==> src/hdl/sud_pkg.sv <==
// ----------------------------------------------------------------------------
// sud_pkg: shared types and constants for the sorted union / dedup block
// Store depth, value type, and the records passed between cells.
// ----------------------------------------------------------------------------
package sud_pkg;

    localparam int SET_DEPTH = 32;
    localparam int VALUE_W   = 32;

    typedef logic signed [VALUE_W-1:0] t_value;

    // Chain-wide commands, one per cycle
    typedef struct packed {
        logic insert;    // offer the broadcast value for insertion
        logic shift_dn;  // move every entry one cell toward cell 0
    } t_cell_ctrl;

    // What a cell shows its neighbors
    typedef struct packed {
        t_value value;
        logic   valid;
        logic   ins;     // empty, or holds a value above the offered one
        logic   eq;      // holds the offered value already
    } t_cell_link;

endpackage

==> src/hdl/sud_in_if.sv <==
// ----------------------------------------------------------------------------
// sud_in_if: input item channel
// valid/ready handshake carrying one list value and the final marker.
// ----------------------------------------------------------------------------
interface sud_in_if;
    import sud_pkg::*;

    logic   valid;
    logic   ready;
    t_value value;
    logic   final_item;

    modport source (output valid, output value, output final_item, input ready);
    modport sink   (input valid, input value, input final_item, output ready);
endinterface

==> src/hdl/sud_out_if.sv <==
// ----------------------------------------------------------------------------
// sud_out_if: result item channel
// valid/ready handshake carrying one sorted value with run flags.
// ----------------------------------------------------------------------------
interface sud_out_if;
    import sud_pkg::*;

    logic   valid;
    logic   ready;
    t_value value_res;
    logic   last_of_run;
    logic   overflow;

    modport source (output valid, output value_res, output last_of_run,
                    output overflow, input ready);
    modport sink   (input valid, input value_res, input last_of_run,
                    input overflow, output ready);
endinterface

==> src/hdl/sud_cell.sv <==
// ----------------------------------------------------------------------------
// sud_cell: one compare-and-shift entry of the sorted store
// Takes the offered value, its left neighbor's entry, or its right neighbor's.
// ----------------------------------------------------------------------------
module sud_cell import sud_pkg::*; (
    input  logic       i_clk,
    input  logic       i_rst_n,
    input  t_cell_ctrl i_ctrl,
    input  t_value     i_offer,
    input  t_cell_link i_left,
    input  t_cell_link i_right,
    output t_cell_link o_link
);

    t_value r_value;
    logic   r_valid;

    assign o_link.value = r_value;
    assign o_link.valid = r_valid;
    assign o_link.ins   = !r_valid || (r_value > i_offer);
    assign o_link.eq    = r_valid && (r_value == i_offer);

    always_ff @(posedge i_clk) begin
        if (i_ctrl.shift_dn) begin
            r_value <= i_right.value;
        end else if (i_ctrl.insert) begin
            if (i_left.ins) begin
                r_value <= i_left.value;
            end else if (o_link.ins) begin
                r_value <= i_offer;
            end
        end
    end

    always_ff @(posedge i_clk) begin
        if (!i_rst_n) begin
            r_valid <= 1'b0;
        end else if (i_ctrl.shift_dn) begin
            r_valid <= i_right.valid;
        end else if (i_ctrl.insert) begin
            if (i_left.ins) begin
                r_valid <= i_left.valid;
            end else if (o_link.ins) begin
                r_valid <= 1'b1;
            end
        end
    end

endmodule

==> src/hdl/sorted_union_dedup_top.sv <==
// ----------------------------------------------------------------------------
// sorted_union_dedup_top: sorted set union of two value lists
// Insertion-sort chain of cells with duplicate rejection and ordered drain.
// ----------------------------------------------------------------------------
// Usage:
//   i_in carries one signed 32-bit value per item; the values of both lists
//   come back to back and the last one has final_item set. Each value is
//   inserted into a chain of SET_DEPTH cells kept in ascending order; a value
//   already held is ignored, a new one arriving while all cells are full is
//   dropped and the run's overflow flag is set.
//   Loading: one item per cycle; the whole chain compares against the
//   broadcast value and shifts in one step.
//   After the final item is accepted i_in.ready drops and the chain drains
//   through cell 0 onto o_out, one item per cycle while o_out.ready is high,
//   smallest first, starting the cycle after the final item; last_of_run marks
//   the largest value and overflow is repeated on every item of the run. The
//   input stays held until the last result of the run is taken.
//   A stalled receiver (o_out.ready low) freezes the chain; the result stays
//   put in cell 0, which is also the output register.
//   The drain empties the cells, so the next run starts clean. Synchronous
//   reset empties every cell, clears the overflow flag and returns to loading.
// ----------------------------------------------------------------------------
module sorted_union_dedup_top import sud_pkg::*; (
    input  logic      i_clk,
    input  logic      i_rst_n,
    sud_in_if.sink    i_in,
    sud_out_if.source o_out
);

    localparam logic ST_LOAD  = 1'b0;
    localparam logic ST_DRAIN = 1'b1;

    logic r_state;
    logic n_state;
    logic r_ovf;
    logic n_ovf;

    t_cell_ctrl w_ctrl;
    t_cell_link w_link [SET_DEPTH];
    t_cell_link w_left [SET_DEPTH];
    t_cell_link w_right[SET_DEPTH];
    logic [SET_DEPTH-1:0] w_valid;
    logic [SET_DEPTH-1:0] w_eq;

    logic w_in_acc;
    logic w_out_acc;
    logic w_hit;
    logic w_full;
    logic w_drop;

    // Neighbor wiring; the chain ends look at an empty, never-inserting cell
    always_comb begin
        for (int i = 0; i < SET_DEPTH; i++) begin
            w_valid[i] = w_link[i].valid;
            w_eq[i]    = w_link[i].eq;
            if (i == 0) begin
                w_left[i] = '0;
            end else begin
                w_left[i] = w_link[i-1];
            end
            if (i == SET_DEPTH - 1) begin
                w_right[i] = '0;
            end else begin
                w_right[i] = w_link[i+1];
            end
        end
    end

    genvar g;
    generate
        for (g = 0; g < SET_DEPTH; g++) begin : g_cell
            sud_cell u_cell (
                .i_clk   (i_clk),
                .i_rst_n (i_rst_n),
                .i_ctrl  (w_ctrl),
                .i_offer (i_in.value),
                .i_left  (w_left[g]),
                .i_right (w_right[g]),
                .o_link  (w_link[g])
            );
        end
    endgenerate

    // Input side: loading only
    assign i_in.ready = (r_state == ST_LOAD);
    assign w_in_acc   = i_in.valid && i_in.ready;
    assign w_hit      = |w_eq;
    assign w_full     = w_valid[SET_DEPTH-1];
    assign w_drop     = w_in_acc && !w_hit && w_full;

    // Output side: cell 0 is the output register
    assign o_out.valid       = (r_state == ST_DRAIN) && w_valid[0];
    assign o_out.value_res   = w_link[0].value;
    assign o_out.last_of_run = !w_valid[1];
    assign o_out.overflow    = r_ovf;
    assign w_out_acc         = o_out.valid && o_out.ready;

    assign w_ctrl.insert   = w_in_acc && !w_hit && !w_full;
    assign w_ctrl.shift_dn = w_out_acc;

    always_comb begin
        n_state = r_state;
        n_ovf   = r_ovf;
        unique case (r_state)
            ST_LOAD: begin
                if (w_drop) begin
                    n_ovf = 1'b1;
                end
                if (w_in_acc && i_in.final_item) begin
                    n_state = ST_DRAIN;
                end
            end
            ST_DRAIN: begin
                if (w_out_acc && o_out.last_of_run) begin
                    n_state = ST_LOAD;
                    n_ovf   = 1'b0;
                end
            end
            default: begin
                n_state = ST_LOAD;
            end
        endcase
    end

    always_ff @(posedge i_clk) begin
        if (!i_rst_n) begin
            r_state <= ST_LOAD;
            r_ovf   <= 1'b0;
        end else begin
            r_state <= n_state;
            r_ovf   <= n_ovf;
        end
    end

    // Occupied cells always form a prefix of the chain
    a_prefix: assert property (@(posedge i_clk) disable iff (!i_rst_n)
        ((w_valid + 1'b1) & w_valid) == '0)
        else $error("cell chain has a hole");

    // Loading and draining never overlap
    a_excl: assert property (@(posedge i_clk) disable iff (!i_rst_n)
        i_in.ready |-> !o_out.valid)
        else $error("input ready while results pending");

    // A final item always starts a non-empty drain
    a_fin: assert property (@(posedge i_clk) disable iff (!i_rst_n)
        (i_in.valid && i_in.ready && i_in.final_item) |=> o_out.valid)
        else $error("no result after final item");

    // Drain continues until the last item of the run is taken
    a_cont: assert property (@(posedge i_clk) disable iff (!i_rst_n)
        (o_out.valid && o_out.ready && !o_out.last_of_run) |=> o_out.valid)
        else $error("drain stopped before last item");

endmodule

==> src/flat_wrapper.sv <==
// flat-port wrapper written by rule: the top's interface ports become plain ports
module sorted_union_dedup_top_flat import sud_pkg::*;
  (i_clk, i_rst_n, i_in_valid, i_in_value, i_in_final_item, i_in_ready, o_out_valid, o_out_value_res, o_out_last_of_run, o_out_overflow, o_out_ready);
  sud_in_if i_in_i ();
  sud_out_if o_out_i ();
  input  logic i_clk;
  input  logic i_rst_n;
  input wire logic [$bits(i_in_i.valid)-1:0] i_in_valid;
  input wire logic [$bits(i_in_i.value)-1:0] i_in_value;
  input wire logic [$bits(i_in_i.final_item)-1:0] i_in_final_item;
  output wire logic [$bits(i_in_i.ready)-1:0] i_in_ready;
  output wire logic [$bits(o_out_i.valid)-1:0] o_out_valid;
  output wire logic [$bits(o_out_i.value_res)-1:0] o_out_value_res;
  output wire logic [$bits(o_out_i.last_of_run)-1:0] o_out_last_of_run;
  output wire logic [$bits(o_out_i.overflow)-1:0] o_out_overflow;
  input wire logic [$bits(o_out_i.ready)-1:0] o_out_ready;
  assign i_in_i.valid = i_in_valid;
  assign i_in_i.value = i_in_value;
  assign i_in_i.final_item = i_in_final_item;
  assign i_in_ready = i_in_i.ready;
  assign o_out_valid = o_out_i.valid;
  assign o_out_value_res = o_out_i.value_res;
  assign o_out_last_of_run = o_out_i.last_of_run;
  assign o_out_overflow = o_out_i.overflow;
  assign o_out_i.ready = o_out_ready;
  sorted_union_dedup_top u_core (.i_clk(i_clk), .i_rst_n(i_rst_n), .i_in(i_in_i), .o_out(o_out_i));
endmodule
==> config.mk <==
export PLATFORM = sky130hd
export DESIGN_NAME = sorted_union_dedup_top_flat
export DESIGN_NICKNAME = d
export VERILOG_FILES = /design/src/hdl/sud_pkg.sv /design/src/hdl/sud_in_if.sv /design/src/hdl/sud_out_if.sv /design/src/hdl/sud_cell.sv /design/src/hdl/sorted_union_dedup_top.sv /design/src/flat_wrapper.sv
export SDC_FILE = /design/constraint.sdc
export NUM_CORES = 2
export LEC_CHECK = 0
export ABC_AREA = 1
export BUFFER_PORTS_ARGS = -buffer_cell sky130_fd_sc_hd__buf_2
export CELL_PAD_IN_SITES_DETAIL_PLACEMENT = 2
export CELL_PAD_IN_SITES_GLOBAL_PLACEMENT = 2
export CORE_MARGIN = 2
export CORE_UTILIZATION = 38
export CTS_CLUSTER_DIAMETER = 100
export DETAILED_ROUTE_END_ITERATION = 12
export PLACE_DENSITY_LB_ADDON = 0.3
export RECOVER_POWER = 100
export SETUP_SLACK_MARGIN = 0.5
export SLEW_MARGIN = 20
export SYNTH_ARGS = -nofsm -noshare
export SYNTH_HDL_FRONTEND = slang
export SYNTH_SLANG_ARGS = --single-unit
==> constraint.sdc <==
create_clock -name i_clk -period 14.74 [get_ports i_clk]
set_clock_uncertainty 0.05 [all_clocks]
set_input_delay 1.474 -clock i_clk [delete_from_list [all_inputs] [get_ports i_clk]]
set_output_delay 1.474 -clock i_clk [all_outputs]
set_load 0.01 [all_outputs]
==> flow_summary.toml <==
[sta]
setup_ws_ps = 4385
min_period_ps = 10350
max_freq_ghz = 0.09657
rsz0062_at_grt = "false"
hold_viol_final = 0
slew_headroom_pct = -104.6
slew_violations = 1427
tightest_slew_ps = 3068
setup_violations = 0
fin_crit_sh_pct = 70.25
setup_tns_ps = 0

[clocking]
cts_htree_levels = 4
holdBufCountCts = 0
ctsResizeCount = 0
cts_root_buf = "clkbuf_16"
cts_buffers = 143
path_clk_slew_ps = 60
post_cts_buffers = 0
cts_tree = "yes"
clock_latency_ps = 820
clock_sinks = 1058
cts_max_path_buffers = 3

[placement]
io_buffer_count = 72
dp_hpwl_mm = 250.4
place_inst = 13120
gp_congestion = 0.8727
preCtsSetupSlack_ps = 6950

[synthesis]
synth_fp_nets = 11710
ys.flop_type = "edfxtp_1"
synth_cells = 10650
ys_warn_count = 0
synth_area_leaders = "edfxtp_1, ha_1, nand2_1, o21ai_0, nand3_1"
yosysSeqAreaShare_pct = 38.57
synth_top_area_cell = "edfxtp_1"
yosysTopAreaCellShare_pct = 36.93
netlist_area_sq_um = 80660
synth_edf_count = 992
yosysUniqueCellTypes = 39
async_flop_share_pct = 0
synth.ff_latch_count = 1058
syn_area_per_cell_sq_um = 7.577

[die]
core-area_sq_um = 211500
start_util_pct = 38.15
die_area_sq_um = 216000
dieHeight_um = 464.7
io_pins = 73
die_w_um = 464.7
core.rowCount = 169

[route]
drc = 0
via_per_inst = 5.731
vias = 76710
drtIter0Drc = 5147
detail-route-antenna-nets = 0
totalWireLength_mm = 341.9
drt_pass1_iterations = 5
wl_per_cell_um = 25.54

[setup_path]
crit_path_start_kind = "input pin"
worstReg2RegStart = "u_core.g_cell[0].u_cell.r_valid"
crit_end = "u_core.g_cell[30].u_cell.r_value[14]"
worstSetupPathType = "input pin to flip-flop"
worstSetupStartpoint = "o_out_ready"
end_kind = "flip-flop"
reg2reg_to = "u_core.g_cell[30].u_cell.r_value[14]"
arrival_ps = 10680
rrSetupSlack_ps = 4540
worstPathMaxFanout = 67
reg2reg_depth = 8
cp.required_ps = 15070

[power_and_ir_drop]
irDropWorstVdd_mv = 0.1499
power_leakage_nw = 40.93
power_density_nw_per_um2 = 129.2

[global_route]
grt_pass1_vias = 85170
grt_antenna_before_repair = 15
grt_max_degree = 248
grt_overflow = 0
grt_use_met2_pct = 54.99
grt_use_met1_pct = 38.33
grt_pass1_wl_mm = 521.5
grt_usage_pct = 31.22
busiest_layer = "met2"
use_met3_pct = 3.717

[cells_and_area]
final_nets = 11510
layout-drive-gt1-share_pct = 4.213
fin_cells = 13390
syn_to_final_growth_pct = 8.317

[outcome]
status = "finished with violations"
violations = "capacitance limit, slew limit"

[run]
cap_violations = 37

[worst_hold_path]
min_path_type = "flip-flop to flip-flop"
==> flip-flops by register name, indices dropped and copies added, names as in the netlist <==
signal	flops
u_core.g_cell.u_cell.r_valid	32
u_core.g_cell.u_cell.r_value	1024
u_core.o_out.overflow	1
u_core.r_state	1
==> power by group <==
| group | internal (mW) | switching [mW] | leakage (nW) |
|---|---|---|---|
| Combinational | 1.05 | 2.38 | 28.8 |
| Sequential | 4.02 | 0.407 | 10.0 |
| Clock | 1.93 | 1.50 | 2.13 |
| Total | 7.01 | 4.28 | 40.9 |
==> per-layer routing <==
layer | up-vias | share of wire (%)
li1 | 35000 | -
met1 | 39210 | 42
met2 | 1781 | 50
met3 | 714 | 4.3
met4 | 8 | 4.5
met5 | - | 0.013
==> kinds of logic after synthesis <==
logic type / count (synthesis) / share of synthesized area, %
fa+ha+maj: 1024 / 15.88
flops: 1058 / 38.57
simple gates: 4914 / 24.82
buf+inv: 1751 / 8.648
compound gates: 1899 / 12.08
==> cell type report <==
cell class	instances	area, sq um
Clock inverter	53	314.1
Sequential cell	1058	31110
Multi-Input combinational cell	7837	42600
Clock buffer	210	4050
Inverter	1207	4574
Timing Repair Buffer	197	1186
Fill cell	24670	124100
Antenna cell	2	5.005
Tap cell	2821	3530
==> stage by stage <==
stage               util (%)  hold slack (ps)  area [sq um]  total power [mW]
floorplan                  -            383.5         80660             6.463
global placement       39.35            398.9         83200             7.552
detailed placement     39.35            413.4         83200             7.857
CTS                    41.41            422.4         87570             11.34
global route           41.32            473.1         87370             11.92
finish                 41.32            430.3         87370             11.29
==> worst min path at each step <==
stage / startpoint / endpoint / depth (start not counted)
2_1_floorplan: u_core.g_cell[31].u_cell.r_value[0] / u_core.g_cell[31].u_cell.r_value[0] / 2
3_3_place_gp: u_core.g_cell[31].u_cell.r_value[0] / u_core.g_cell[31].u_cell.r_value[0] / 2
3_5_place_dp: u_core.g_cell[31].u_cell.r_value[0] / u_core.g_cell[31].u_cell.r_value[0] / 2
4_1_cts: u_core.g_cell[31].u_cell.r_value[0] / u_core.g_cell[31].u_cell.r_value[0] / 2
5_1_grt: u_core.g_cell[31].u_cell.r_value[0] / u_core.g_cell[31].u_cell.r_value[0] / 2
6_report: u_core.g_cell[31].u_cell.r_value[0] / u_core.g_cell[31].u_cell.r_value[0] / 2
==> synth_stat cells, types with 2 or more instances <==
library cell and number:
a21o_1 42, a21oi_1 521, a31oi_1 2, buf_1 23, buf_2 129, buf_4 35
buf_6 14, clkbuf_1 341, clkbuf_2 2, dfxtp_1 66, edfxtp_1 992, ha_1 1024
inv_1 1197, inv_2 9, nand2_1 3398, nand2_2 18, nand3_1 959, nand4_1 26
nor2_1 419, nor2_2 8, nor3_1 9, nor3_2 2, nor3b_1 2, nor4_1 5
o21a_1 48, o21ai_0 1100, o21ai_1 183, or2_0 10, or2_2 52
==> cell usage in the layout, fill, tap and decap left out, types with 2 or more instances in the layout <==
master	instances
buf_4	90
buf_12	4
clkinvlp_2	2
nand4_1	26
nand2_2	22
inv_1	1151
nor3b_1	2
clkbuf_8	5
nor3_2	2
clkbuf_1	122
inv_4	8
inv_2	18
a21oi_1	521
clkbuf_16	151
nand3_1	959
nor3_1	9
a21o_1	42
edfxtp_1	992
buf_2	35
or2_2	52
nor2_1	419
o21a_1	48
clkinv_2	35
or2_0	10
nand2_1	3394
nor2_2	8
diode_2	2
ha_1	1024
bufinv_16	2
inv_6	3
nor4_1	5
dfxtp_1	66
clkinv_1	38
o21ai_0	1281
o21ai_1	2
==> worst max-delay path, cell delays in order <==
cell        delay [ps]
buf_2               80
inv_1               40
nor2_1             280
clkbuf_1          1660
clkinvlp_2        3140
nand2_4           1770
nand2_1            150
clkinv_1            90
clkbuf_1          1800
Note: power is estimated with default switching activity, not from simulation.
